[src/rtl/aetc_pkg.sv]
package aetc_pkg;

    // Command codes on the result channel
    typedef enum logic [2:0] {
        OP_GLYPH      = 3'd0,
        OP_ERASE_EOL  = 3'd1,
        OP_CLEAR_ROWS = 3'd2,
        OP_CLEAR_ALL  = 3'd3,
        OP_SCROLL_UP  = 3'd4
    } t_op;

    // One drawing command
    typedef struct packed {
        t_op        op;
        logic [7:0] cell_row;
        logic [7:0] cell_col;
        logic [7:0] row_stop;
        logic [6:0] glyph;
        logic       last;
    } t_cmd;

    // CSI parameter counter saturates here (counter is 4 bits)
    localparam logic [3:0] MAX_PARAMS = 4'd8;

    // Register map, word index = paddr[3:2]
    localparam int          ADDR_W      = 4;
    localparam logic [1:0]  REG_ENABLE  = 2'd0;
    localparam logic [1:0]  REG_COLUMNS = 2'd1;
    localparam logic [1:0]  REG_ROWS    = 2'd2;

    localparam logic [7:0]  COLUMNS_RST = 8'd80;
    localparam logic [7:0]  ROWS_RST    = 8'd25;

    // Byte codes
    localparam logic [7:0] CH_BS    = 8'h08;
    localparam logic [7:0] CH_LF    = 8'h0A;
    localparam logic [7:0] CH_CR    = 8'h0D;
    localparam logic [7:0] CH_ESC   = 8'h1B;
    localparam logic [7:0] CH_SPACE = 8'h20;
    localparam logic [7:0] CH_ZERO  = 8'h30;
    localparam logic [7:0] CH_NINE  = 8'h39;
    localparam logic [7:0] CH_SEMI  = 8'h3B;
    localparam logic [7:0] CH_GT    = 8'h3E;
    localparam logic [7:0] CH_QUEST = 8'h3F;
    localparam logic [7:0] CH_AT    = 8'h40;
    localparam logic [7:0] CH_TILDE = 8'h7E;
    localparam logic [7:0] CH_LBRKT = 8'h5B;
    localparam logic [7:0] CH_LC_C  = 8'h63;
    localparam logic [7:0] CH_J     = 8'h4A;
    localparam logic [7:0] CH_K     = 8'h4B;
    localparam logic [7:0] CH_H     = 8'h48;
    localparam logic [7:0] CH_LC_F  = 8'h66;
    localparam logic [7:0] CH_A     = 8'h41;
    localparam logic [7:0] CH_B     = 8'h42;
    localparam logic [7:0] CH_C     = 8'h43;
    localparam logic [7:0] CH_D     = 8'h44;

    function automatic t_cmd mk_cmd(input t_op op, input logic [7:0] row,
                                    input logic [7:0] col, input logic [7:0] stop,
                                    input logic [6:0] glyph);
        t_cmd c;
        c.op       = op;
        c.cell_row = row;
        c.cell_col = col;
        c.row_stop = stop;
        c.glyph    = glyph;
        c.last     = 1'b0;
        return c;
    endfunction

endpackage

[src/rtl/ansi_escape_text_console_top.sv]
// Path: a taken byte is held in the input register and decoded from there; its commands
//   are written into the command queue and offered on the output from the queue, the first
//   before the second.
// Throughput: one byte per cycle while the command queue has room for two commands; the
//   single output port and its four-entry command queue set the pace.
// Reset (i_rst_n low, synchronous): parser normal, parameters and cursor zero, queue empty,
//   console disabled, 80 columns by 25 rows.
module ansi_escape_text_console_top (
    input  logic                        i_clk,
    input  logic                        i_rst_n,
    // byte input channel
    input  logic                        i_valid,
    output logic                        o_stall,
    input  logic [7:0]                  i_char_in,
    // command output channel
    output logic                        o_valid,
    input  logic                        i_stall,
    output logic [2:0]                  o_op,
    output logic [7:0]                  o_cell_row,
    output logic [7:0]                  o_cell_col,
    output logic [7:0]                  o_row_stop,
    output logic [6:0]                  o_glyph,
    output logic                        o_last,
    // register port
    input  logic                        psel,
    input  logic                        penable,
    input  logic                        pwrite,
    input  logic [aetc_pkg::ADDR_W-1:0] paddr,
    input  logic [31:0]                 pwdata,
    output logic [31:0]                 prdata,
    output logic                        pready
);

    typedef enum logic [1:0] {
        MODE_NORMAL = 2'd0,
        MODE_ESC    = 2'd1,
        MODE_CSI    = 2'd2
    } t_mode;

    // ------------------------------------------------------------------
    // Configuration registers
    // ------------------------------------------------------------------
    logic       r_enable;
    logic [7:0] r_columns;
    logic [7:0] r_rows;
    logic       cfg_wr;

    assign pready = 1'b1;
    assign cfg_wr = psel & penable & pwrite & pready;

    always_ff @(posedge i_clk) begin
        if (!i_rst_n) begin
            r_enable  <= 1'b0;
            r_columns <= aetc_pkg::COLUMNS_RST;
            r_rows    <= aetc_pkg::ROWS_RST;
        end else if (cfg_wr) begin
            case (paddr[3:2])
                aetc_pkg::REG_ENABLE:  r_enable  <= pwdata[0];
                aetc_pkg::REG_COLUMNS: r_columns <= pwdata[7:0];
                aetc_pkg::REG_ROWS:    r_rows    <= pwdata[7:0];
                default: ;
            endcase
        end
    end

    always_comb begin
        case (paddr[3:2])
            aetc_pkg::REG_ENABLE:  prdata = {31'd0, r_enable};
            aetc_pkg::REG_COLUMNS: prdata = {24'd0, r_columns};
            aetc_pkg::REG_ROWS:    prdata = {24'd0, r_rows};
            default:               prdata = 32'd0;
        endcase
    end

    // A zero geometry register counts as one
    logic [7:0] eff_cols;
    logic [7:0] eff_rows;
    logic [7:0] last_row;
    logic [7:0] last_col;

    assign eff_cols = (r_columns == 8'd0) ? 8'd1 : r_columns;
    assign eff_rows = (r_rows == 8'd0) ? 8'd1 : r_rows;
    assign last_row = eff_rows - 8'd1;
    assign last_col = eff_cols - 8'd1;

    // ------------------------------------------------------------------
    // Input register
    // ------------------------------------------------------------------
    logic       r_in_vld;
    logic [7:0] r_in_char;
    logic       in_xfer;
    logic       fire;

    // Command queue occupancy
    logic [1:0] r_wr_ptr;
    logic [1:0] r_rd_ptr;
    logic [2:0] r_cnt;

    // Decode a held byte once the queue has room for two commands
    assign fire    = r_in_vld & (r_cnt <= 3'd2);
    assign o_stall = r_in_vld & ~fire;
    assign in_xfer = i_valid & ~o_stall;

    always_ff @(posedge i_clk) begin
        if (!i_rst_n) begin
            r_in_vld <= 1'b0;
        end else begin
            r_in_vld <= in_xfer | (r_in_vld & ~fire);
        end
    end

    always_ff @(posedge i_clk) begin
        if (in_xfer) begin
            r_in_char <= i_char_in;
        end
    end

    // ------------------------------------------------------------------
    // Parser and cursor state
    // ------------------------------------------------------------------
    t_mode       r_mode,  n_mode;
    logic [3:0]  r_pcnt,  n_pcnt;
    logic [15:0] r_p1,    n_p1;
    logic [15:0] r_p2,    n_p2;
    logic [7:0]  r_crow,  n_crow;
    logic [7:0]  r_ccol,  n_ccol;

    // Decode results
    aetc_pkg::t_cmd res0;
    aetc_pkg::t_cmd res1;
    logic [1:0]     res_n;

    // Helpers for the current byte
    logic [15:0] p0;
    logic [15:0] p1;
    logic [15:0] step;
    logic [15:0] hv;
    logic [16:0] sum_row;
    logic [16:0] sum_col;
    logic [15:0] acc1;
    logic [15:0] acc2;
    logic [3:0]  pcnt_inc;
    logic [8:0]  row9;
    logic [8:0]  col9;
    logic [8:0]  row_next;
    logic [6:0]  gcode;
    logic [3:0]  digit;
    logic        printable;
    aetc_pkg::t_cmd emit_a;
    aetc_pkg::t_cmd emit_b;
    logic           emit_a_en;
    logic           emit_b_en;

    assign digit     = r_in_char[3:0];
    assign p0        = (r_pcnt > 4'd0) ? r_p1 : 16'd0;
    assign p1        = (r_pcnt > 4'd1) ? r_p2 : 16'd0;
    assign step      = (p0 > 16'd0) ? p0 : 16'd1;
    assign sum_row   = {9'd0, r_crow} + {1'b0, step};
    assign sum_col   = {9'd0, r_ccol} + {1'b0, step};
    // x*10 + digit, wrapping at 16 bits
    assign acc1      = {r_p1[12:0], 3'b000} + {r_p1[14:0], 1'b0} + {12'd0, digit};
    assign acc2      = {r_p2[12:0], 3'b000} + {r_p2[14:0], 1'b0} + {12'd0, digit};
    assign pcnt_inc  = r_pcnt + 4'd1;
    assign row_next  = {1'b0, r_crow} + 9'd1;
    assign printable = (r_in_char >= aetc_pkg::CH_SPACE) && (r_in_char <= aetc_pkg::CH_TILDE);
    assign gcode     = printable ? r_in_char[6:0] : aetc_pkg::CH_QUEST[6:0];

    always_comb begin
        n_mode    = r_mode;
        n_pcnt    = r_pcnt;
        n_p1      = r_p1;
        n_p2      = r_p2;
        n_crow    = r_crow;
        n_ccol    = r_ccol;
        emit_a    = '0;
        emit_b    = '0;
        emit_a_en = 1'b0;
        emit_b_en = 1'b0;
        hv        = 16'd0;
        row9      = {1'b0, r_crow};
        col9      = {1'b0, r_ccol};

        if (r_enable) begin
            case (r_mode)
                MODE_ESC: begin
                    n_mode = MODE_NORMAL;
                    if (r_in_char == aetc_pkg::CH_LBRKT) begin
                        n_mode = MODE_CSI;
                        n_pcnt = 4'd0;
                        n_p1   = 16'd0;
                    end else if (r_in_char == aetc_pkg::CH_LC_C) begin
                        // full reset: clear screen, home cursor
                        emit_a    = aetc_pkg::mk_cmd(aetc_pkg::OP_CLEAR_ALL, 8'd0, 8'd0,
                                                     8'd0, 7'd0);
                        emit_a_en = 1'b1;
                        n_crow    = 8'd0;
                        n_ccol    = 8'd0;
                    end
                end

                MODE_CSI: begin
                    if (r_in_char inside {[aetc_pkg::CH_ZERO:aetc_pkg::CH_NINE]}) begin
                        if (r_pcnt == 4'd0 || r_pcnt == 4'd1) begin
                            n_pcnt = 4'd1;
                            n_p1   = acc1;
                        end else if (r_pcnt == 4'd2) begin
                            n_p2 = acc2;
                        end
                    end else if (r_in_char == aetc_pkg::CH_SEMI) begin
                        if (r_pcnt < aetc_pkg::MAX_PARAMS) begin
                            n_pcnt = pcnt_inc;
                            if (pcnt_inc == 4'd1) begin
                                n_p1 = 16'd0;
                            end else if (pcnt_inc == 4'd2) begin
                                n_p2 = 16'd0;
                            end
                        end
                    end else if (r_in_char == aetc_pkg::CH_QUEST ||
                                 r_in_char == aetc_pkg::CH_GT) begin
                        // private markers: swallowed
                    end else begin
                        n_mode = MODE_NORMAL;
                        case (r_in_char)
                            aetc_pkg::CH_J: begin
                                if (p0 == 16'd0) begin
                                    if (r_ccol < eff_cols) begin
                                        emit_a    = aetc_pkg::mk_cmd(aetc_pkg::OP_ERASE_EOL,
                                                        r_crow, r_ccol, 8'd0,
                                                        aetc_pkg::CH_SPACE[6:0]);
                                        emit_a_en = 1'b1;
                                    end
                                    if (row_next < {1'b0, eff_rows}) begin
                                        emit_b    = aetc_pkg::mk_cmd(aetc_pkg::OP_CLEAR_ROWS,
                                                        row_next[7:0], 8'd0, eff_rows, 7'd0);
                                        emit_b_en = 1'b1;
                                    end
                                end else if (p0 == 16'd2) begin
                                    emit_a    = aetc_pkg::mk_cmd(aetc_pkg::OP_CLEAR_ROWS,
                                                    8'd0, 8'd0, eff_rows, 7'd0);
                                    emit_a_en = 1'b1;
                                end
                            end
                            aetc_pkg::CH_K: begin
                                if (p0 == 16'd0) begin
                                    if (r_ccol < eff_cols) begin
                                        emit_a    = aetc_pkg::mk_cmd(aetc_pkg::OP_ERASE_EOL,
                                                        r_crow, r_ccol, 8'd0,
                                                        aetc_pkg::CH_SPACE[6:0]);
                                        emit_a_en = 1'b1;
                                    end
                                end else if (p0 == 16'd2) begin
                                    // stop wraps to 0 on row 255, as the field is 8 bits
                                    emit_a    = aetc_pkg::mk_cmd(aetc_pkg::OP_CLEAR_ROWS,
                                                    r_crow, 8'd0, row_next[7:0], 7'd0);
                                    emit_a_en = 1'b1;
                                end
                            end
                            aetc_pkg::CH_H, aetc_pkg::CH_LC_F: begin
                                hv     = (p0 > 16'd0) ? p0 - 16'd1 : 16'd0;
                                n_crow = (hv >= {8'd0, eff_rows}) ? last_row : hv[7:0];
                                hv     = (p1 > 16'd0) ? p1 - 16'd1 : 16'd0;
                                n_ccol = (hv >= {8'd0, eff_cols}) ? last_col : hv[7:0];
                            end
                            aetc_pkg::CH_A: begin
                                n_crow = ({8'd0, r_crow} > step) ? r_crow - step[7:0] : 8'd0;
                            end
                            aetc_pkg::CH_B: begin
                                n_crow = (sum_row >= {9'd0, eff_rows}) ? last_row
                                                                       : sum_row[7:0];
                            end
                            aetc_pkg::CH_C: begin
                                n_ccol = (sum_col >= {9'd0, eff_cols}) ? last_col
                                                                       : sum_col[7:0];
                            end
                            aetc_pkg::CH_D: begin
                                n_ccol = ({8'd0, r_ccol} > step) ? r_ccol - step[7:0] : 8'd0;
                            end
                            default: ;  // other finals, SGR, or an abort byte
                        endcase
                    end
                end

                default: begin
                    if (r_in_char == aetc_pkg::CH_ESC) begin
                        n_mode = MODE_ESC;
                    end else if (r_in_char == aetc_pkg::CH_CR) begin
                        n_ccol = 8'd0;
                    end else if (r_in_char == aetc_pkg::CH_BS) begin
                        if (r_ccol != 8'd0) begin
                            n_ccol    = r_ccol - 8'd1;
                            emit_a    = aetc_pkg::mk_cmd(aetc_pkg::OP_GLYPH, r_crow,
                                            r_ccol - 8'd1, 8'd0, aetc_pkg::CH_SPACE[6:0]);
                            emit_a_en = 1'b1;
                        end
                    end else begin
                        if (r_in_char == aetc_pkg::CH_LF) begin
                            col9 = 9'd0;
                            row9 = row_next;
                        end else begin
                            emit_a    = aetc_pkg::mk_cmd(aetc_pkg::OP_GLYPH, r_crow, r_ccol,
                                                         8'd0, gcode);
                            emit_a_en = 1'b1;
                            col9      = {1'b0, r_ccol} + 9'd1;
                            if (col9 >= {1'b0, eff_cols}) begin
                                col9 = 9'd0;
                                row9 = row_next;
                            end
                        end
                        // past the bottom (or a shrunk screen): scroll once
                        if (row9 >= {1'b0, eff_rows}) begin
                            row9      = {1'b0, last_row};
                            emit_b    = aetc_pkg::mk_cmd(aetc_pkg::OP_SCROLL_UP, last_row,
                                                         8'd0, 8'd0, 7'd0);
                            emit_b_en = 1'b1;
                        end
                        n_crow = row9[7:0];
                        n_ccol = col9[7:0];
                    end
                end
            endcase
        end
    end

    // Pack the commands, marking the final one of this byte
    always_comb begin
        res0  = '0;
        res1  = '0;
        res_n = 2'd0;
        if (emit_a_en && emit_b_en) begin
            res0      = emit_a;
            res1      = emit_b;
            res1.last = 1'b1;
            res_n     = 2'd2;
        end else if (emit_a_en) begin
            res0      = emit_a;
            res0.last = 1'b1;
            res_n     = 2'd1;
        end else if (emit_b_en) begin
            res0      = emit_b;
            res0.last = 1'b1;
            res_n     = 2'd1;
        end
    end

    always_ff @(posedge i_clk) begin
        if (!i_rst_n) begin
            r_mode <= MODE_NORMAL;
            r_pcnt <= 4'd0;
            r_p1   <= 16'd0;
            r_p2   <= 16'd0;
            r_crow <= 8'd0;
            r_ccol <= 8'd0;
        end else if (fire) begin
            r_mode <= n_mode;
            r_pcnt <= n_pcnt;
            r_p1   <= n_p1;
            r_p2   <= n_p2;
            r_crow <= n_crow;
            r_ccol <= n_ccol;
        end
    end

    // ------------------------------------------------------------------
    // Command queue: four entries, up to two written per cycle, one read
    // ------------------------------------------------------------------
    aetc_pkg::t_cmd r_q [4];
    aetc_pkg::t_cmd q_head;
    logic           out_xfer;
    logic [1:0]     push_n;

    assign push_n   = fire ? res_n : 2'd0;
    assign q_head   = r_q[r_rd_ptr];
    assign o_valid  = (r_cnt != 3'd0);
    assign out_xfer = o_valid & ~i_stall;

    always_ff @(posedge i_clk) begin
        if (push_n != 2'd0) begin
            r_q[r_wr_ptr] <= res0;
        end
        if (push_n == 2'd2) begin
            r_q[r_wr_ptr + 2'd1] <= res1;
        end
    end

    always_ff @(posedge i_clk) begin
        if (!i_rst_n) begin
            r_wr_ptr <= 2'd0;
            r_rd_ptr <= 2'd0;
            r_cnt    <= 3'd0;
        end else begin
            r_wr_ptr <= r_wr_ptr + push_n;
            if (out_xfer) begin
                r_rd_ptr <= r_rd_ptr + 2'd1;
            end
            r_cnt <= r_cnt + {1'b0, push_n} - {2'd0, out_xfer};
        end
    end

    assign o_op       = q_head.op;
    assign o_cell_row = q_head.cell_row;
    assign o_cell_col = q_head.cell_col;
    assign o_row_stop = q_head.row_stop;
    assign o_glyph    = q_head.glyph;
    assign o_last     = q_head.last;

endmodule

[config.mk]
export PLATFORM = sky130hd
export DESIGN_NAME = ansi_escape_text_console_top
export DESIGN_NICKNAME = d
export VERILOG_FILES = /design/src/rtl/aetc_pkg.sv /design/src/rtl/ansi_escape_text_console_top.sv
export SDC_FILE = /design/constraint.sdc
export NUM_CORES = 1
export LEC_CHECK = 0
export BUFFER_PORTS_ARGS = -buffer_cell sky130_fd_sc_hd__clkbuf_2
export CAP_MARGIN = 20
export CORE_ASPECT_RATIO = 0.75
export CORE_MARGIN = 8
export CORE_UTILIZATION = 50
export DETAILED_ROUTE_END_ITERATION = 8
export PLACE_DENSITY = 0.71
export RECOVER_POWER = 100
export SLEW_MARGIN = 20
export SYNTH_ARGS = -nofsm -noshare
export SYNTH_HDL_FRONTEND = slang
export SYNTH_SLANG_ARGS = --single-unit
[constraint.sdc]
create_clock -name i_clk -period 9.73 [get_ports i_clk]
set_input_delay 1.946 -clock i_clk [delete_from_list [all_inputs] [get_ports i_clk]]
set_output_delay 1.946 -clock i_clk [all_outputs]
set_load 0.01 [all_outputs]
==> impl_metrics.yaml <==
setup_path:
  r2r_end: "r_q[2][27]"
  setup.reg_to_reg.worst_slack_ns: 1.06
  required_time_of_the_worst_setup_path_ns: 9.90
  reg2reg_depth: 26
  criticalPathCategory: "reg -> reg"
  critPathLaunchType: "flip-flop"
  setup.worst_path.end_class: "flip-flop"
  arrival_ns: 8.83
  crit_path_max_fanout: 18
  r2r_path_start: "r_columns[2]"
logic_synthesis:
  post_synth_main_area_contributors: "sky130_fd_sc_hd__dfxtp_1 (16%), sky130_fd_sc_hd__edfxtp_1 (14%), sky130_fd_sc_hd__ha_1 (12%), sky130_fd_sc_hd__mux4_2 (4.4%), sky130_fd_sc_hd__nand2_1 (4.2%)"
  synth-edff-count: 84
  synth.ff_latch_count: 229
  post_synth_inst_count: 1991
  synth_async_sr_flop_share_pct: 0
  synthesis.area_per_instance_um2: 8.97
  top_area_cell_type_share_of_the_netlist_area_pct: 16.3
  synth.lib_cells_used.distinct: 95
  netlist_top_cells_count: "sky130_fd_sc_hd__nand2_1 (198), sky130_fd_sc_hd__ha_1 (170), sky130_fd_sc_hd__dfxtp_1 (145)"
  synth.cell_area_um2: 17900
  synthMostInstantiatedCell: "sky130_fd_sc_hd__nand2_1"
  yosys_warnings: 0
  post-synth-top-area-cell: "sky130_fd_sc_hd__dfxtp_1"
  ys_dominant_reg_cell: "sky130_fd_sc_hd__dfxtp_1"
  seq_area_frac_synth_pct: 30.4
clock_tree:
  post_cts.resized_instances: 0
  htreeDepth: 1
  clk_latency_ns: 0.54
  ctsLongestPathBuffers: 3
  path_clk_slew_ns: 0.06
  root_buffer: "sky130_fd_sc_hd__clkbuf_16"
  cts_hold_repair.buffers: 0
  tritoncts: "done"
  cts_post_setup_buffers_inserted: 0
  cts_inserted_buffers: 25
  cts.sinks: 229
worst_hold_path:
  min_to: "r_q[0][18]"
  worstHoldPathCells: 2
  min_from: "r_q[0][18]"
  min_path_type: "reg -> reg"
timing:
  transition_time_at_the_pin_with_the_least_slew_margin_ns: 3.58
  slew-limit-headroom_pct: -139
  fin_worst_skew_ns: 0.00803
  fmax_ghz: 0.115
  totalNegativeSetupSlack_ns: 0
  rsz0062_at_grt: "no"
  finalHoldViolations: 0
  period_minus_slack_ns: 8.67
  setup_violations: 0
  period_share_pct: 89.1
  worst_hold_slack_ns: 0.448
  finalMaxSlewViolations: 123
outcome:
  outcome: "complete, but fails checks"
  violated_checks: "capacitance limit, slew limit"
placed_design:
  hpwlAfterDp_um: 39800
  gpl.final_weighted_congestion: 0.968
  io_buffer_count: 69
  postPlaceCellArea_um2: 18400
grt:
  groute.usage.overall_pct: 24.7
  residual_overflow_from_global_routing: 0
  grt_antenna_before_repair: 0
  wire_length_of_the_first_global_routing_pass_um: 83800
  number_of_global_route_vias_before_repair: 14900
  grt_max_degree: 87
final_layout:
  drive_above_1_share_pct: 7.15
  synthToLayoutAreaGrowth_pct: 6.79
  num_antenna_cells: 0
  finish.utilization_pct: 53.7
  finalNetCount: 2225
  final_design_area_no_fill_um2: 19100
detailed_routing:
  wl_per_cell_um: 21.6
  route.detailed.drc: 0
  detailedRoute.firstIterationViolations: 2031
  first_pass_iteration_count_of_the_detailed_router: 5
  wl_um: 53500
  remaining_antenna_violation_count_after_routing: 0
  vias_after_detailed_routing: 15600
  vias_per_cell: 6.31
die:
  die_x_um: 234
  fp.coreArea_um2: 35500
  floorplan.die.height_um: 180
  design.portCount: 121
  initial_standard_cell_utilization_of_the_core_pct: 50.3
  placement_rows: 60
  fp.dieArea_um2: 42100
job:
  max-cap-violations: 2
power_and_ir_drop:
  vdd_ir_drop_max_mv: 0.127
  power.density_nw_per_um2: 116
  leakage_nw: 7.40
## logic make-up (layout without fill, tap and decap cells)
| logic type | count (synthesis) | after routing | share of synthesized area, % |
|---|---|---|---|
| flip-flops | 229 | 229 | 30.4 |
| buffers and inverters | 212 | 212 | 5.14 |
| multiplexers | 78 | 78 | 6.92 |
| AND/OR/NAND/NOR | 650 | 650 | 18.6 |
| XOR/XNOR | 93 | 93 | 4.56 |
| AO/OA/AOI/OAI | 548 | 548 | 21.5 |
| adder cells (fa/ha/maj) | 179 | 179 | 12.9 |
| other | 2 | 25 | 0.0421 |
## critical path: stages (launching register included)
cell and delay [ns]:
sky130_fd_sc_hd__dfxtp_1 0.39, sky130_fd_sc_hd__or4_1 0.57, sky130_fd_sc_hd__or3_1 0.34, sky130_fd_sc_hd__o21bai_1 0.13
sky130_fd_sc_hd__clkbuf_1 0.34, sky130_fd_sc_hd__ha_1 0.31, sky130_fd_sc_hd__and2_0 0.15, sky130_fd_sc_hd__o21ai_0 0.16
sky130_fd_sc_hd__a21oi_1 0.09, sky130_fd_sc_hd__o21ai_0 0.30, sky130_fd_sc_hd__a21o_1 0.48, sky130_fd_sc_hd__mux2_1 0.40
sky130_fd_sc_hd__ha_1 0.28, sky130_fd_sc_hd__a211oi_1 0.26, sky130_fd_sc_hd__o21ai_0 0.17, sky130_fd_sc_hd__a21o_1 0.20
sky130_fd_sc_hd__a221o_1 0.48, sky130_fd_sc_hd__and2_0 0.36, sky130_fd_sc_hd__or2_0 0.37, sky130_fd_sc_hd__ha_1 0.35
sky130_fd_sc_hd__nand3_1 0.26, sky130_fd_sc_hd__a21oi_1 0.11, sky130_fd_sc_hd__buf_4 0.22, sky130_fd_sc_hd__nor2_1 0.10
sky130_fd_sc_hd__clkbuf_1 0.84, sky130_fd_sc_hd__inv_1 0.17, sky130_fd_sc_hd__clkbuf_2 0.44
## registers in the layout (all words and copies together) (netlist names), named ones only
name,cells
r_pcnt,4
r_wr_ptr,2
r_rd_ptr,2
r_in_char,8
r_p1,16
r_cnt,3
r_crow,8
r_columns,8
r_in_vld,1
r_enable,1
r_mode,2
r_p2,16
r_ccol,8
r_q,140
r_rows,8
## layout by cell type (no fill, tap or decap), types with 10 or more instances in the layout
cell type,Yosys,routed
sky130_fd_sc_hd__a22oi_1,33,33
sky130_fd_sc_hd__o31ai_1,10,10
sky130_fd_sc_hd__buf_4,25,10
sky130_fd_sc_hd__clkbuf_16,0,26
sky130_fd_sc_hd__o21a_1,13,13
sky130_fd_sc_hd__nand4_1,20,21
sky130_fd_sc_hd__a31oi_1,18,18
sky130_fd_sc_hd__xor2_1,22,22
sky130_fd_sc_hd__or3_1,14,14
sky130_fd_sc_hd__edfxtp_1,84,84
sky130_fd_sc_hd__a211oi_1,11,11
sky130_fd_sc_hd__o21ai_0,101,118
sky130_fd_sc_hd__inv_1,78,78
sky130_fd_sc_hd__a22o_1,76,76
sky130_fd_sc_hd__clkbuf_2,0,26
sky130_fd_sc_hd__conb_1,2,25
sky130_fd_sc_hd__and2_1,23,18
sky130_fd_sc_hd__and3_1,16,16
sky130_fd_sc_hd__nor2b_1,75,75
sky130_fd_sc_hd__nand2b_1,28,28
sky130_fd_sc_hd__xnor2_1,71,71
sky130_fd_sc_hd__dfxtp_1,145,143
sky130_fd_sc_hd__nor3_1,49,49
sky130_fd_sc_hd__mux4_2,35,35
sky130_fd_sc_hd__o211ai_1,22,22
sky130_fd_sc_hd__a21oi_1,101,102
sky130_fd_sc_hd__clkbuf_1,77,56
sky130_fd_sc_hd__o21ai_1,31,14
sky130_fd_sc_hd__nor2_1,118,117
sky130_fd_sc_hd__nor4_1,13,13
sky130_fd_sc_hd__o21bai_1,12,12
sky130_fd_sc_hd__mux2i_1,29,29
sky130_fd_sc_hd__nand3_1,42,42
sky130_fd_sc_hd__a21boi_0,9,10
sky130_fd_sc_hd__nand2_1,198,198
sky130_fd_sc_hd__ha_1,170,170
sky130_fd_sc_hd__a21o_1,25,25
sky130_fd_sc_hd__o2bb2ai_1,6,10
## cell type report
class | instances | area (um^2)
Tap cell | 465 | 582
Sequential cell | 229 | 5430
Multi-Input combinational cell | 1573 | 11600
Timing Repair Buffer | 87 | 397
Clock buffer | 32 | 683
Fill cell | 3246 | 16400
Inverter | 79 | 297
Clock inverter | 14 | 119
## power breakdown
| group | internal (mW) | switching, mW | total [mW] |
|---|---|---|---|
| clock network | 0.528 | 0.422 | 0.951 |
| registers | 1.00 | 0.0199 | 1.02 |
| logic | 0.0984 | 0.140 | 0.238 |
## worst max-delay path by stage
stage | end | from | cells past startpoint
after floorplan | r_q[3][0] | r_columns[2] | 27
after global routing | r_q[1][28] | r_columns[2] | 27
after global placement | r_q[3][24] | r_columns[2] | 25
after detailed placement | r_q[0][24] | r_columns[2] | 25
final | r_q[2][27] | r_columns[2] | 26
after CTS | r_q[0][25] | r_columns[2] | 25
## per-stage QoR
step,worst slack [ns],total power [mW],cells
detailed placement,1.53,1.28,2433
finish,1.06,2.21,2479
floorplan,2.91,1.22,2014
CTS,1.49,2.22,2479
global placement,1.57,1.28,2433
global route,0.631,2.28,2479
## per-layer routing
| layer | vias up | GRT usage, % | routed length [um] |
|---|---|---|---|
| li1 | 7311 | - | - |
| met1 | 7548 | 37.3 | 25300 |
| met2 | 681 | 35.6 | 22300 |
| met3 | 92 | 4.66 | 4620 |
| met4 | 0 | 5.70 | 1290 |
| met5 | - | 0 | 0 |
(Power assumes the default switching activity.)
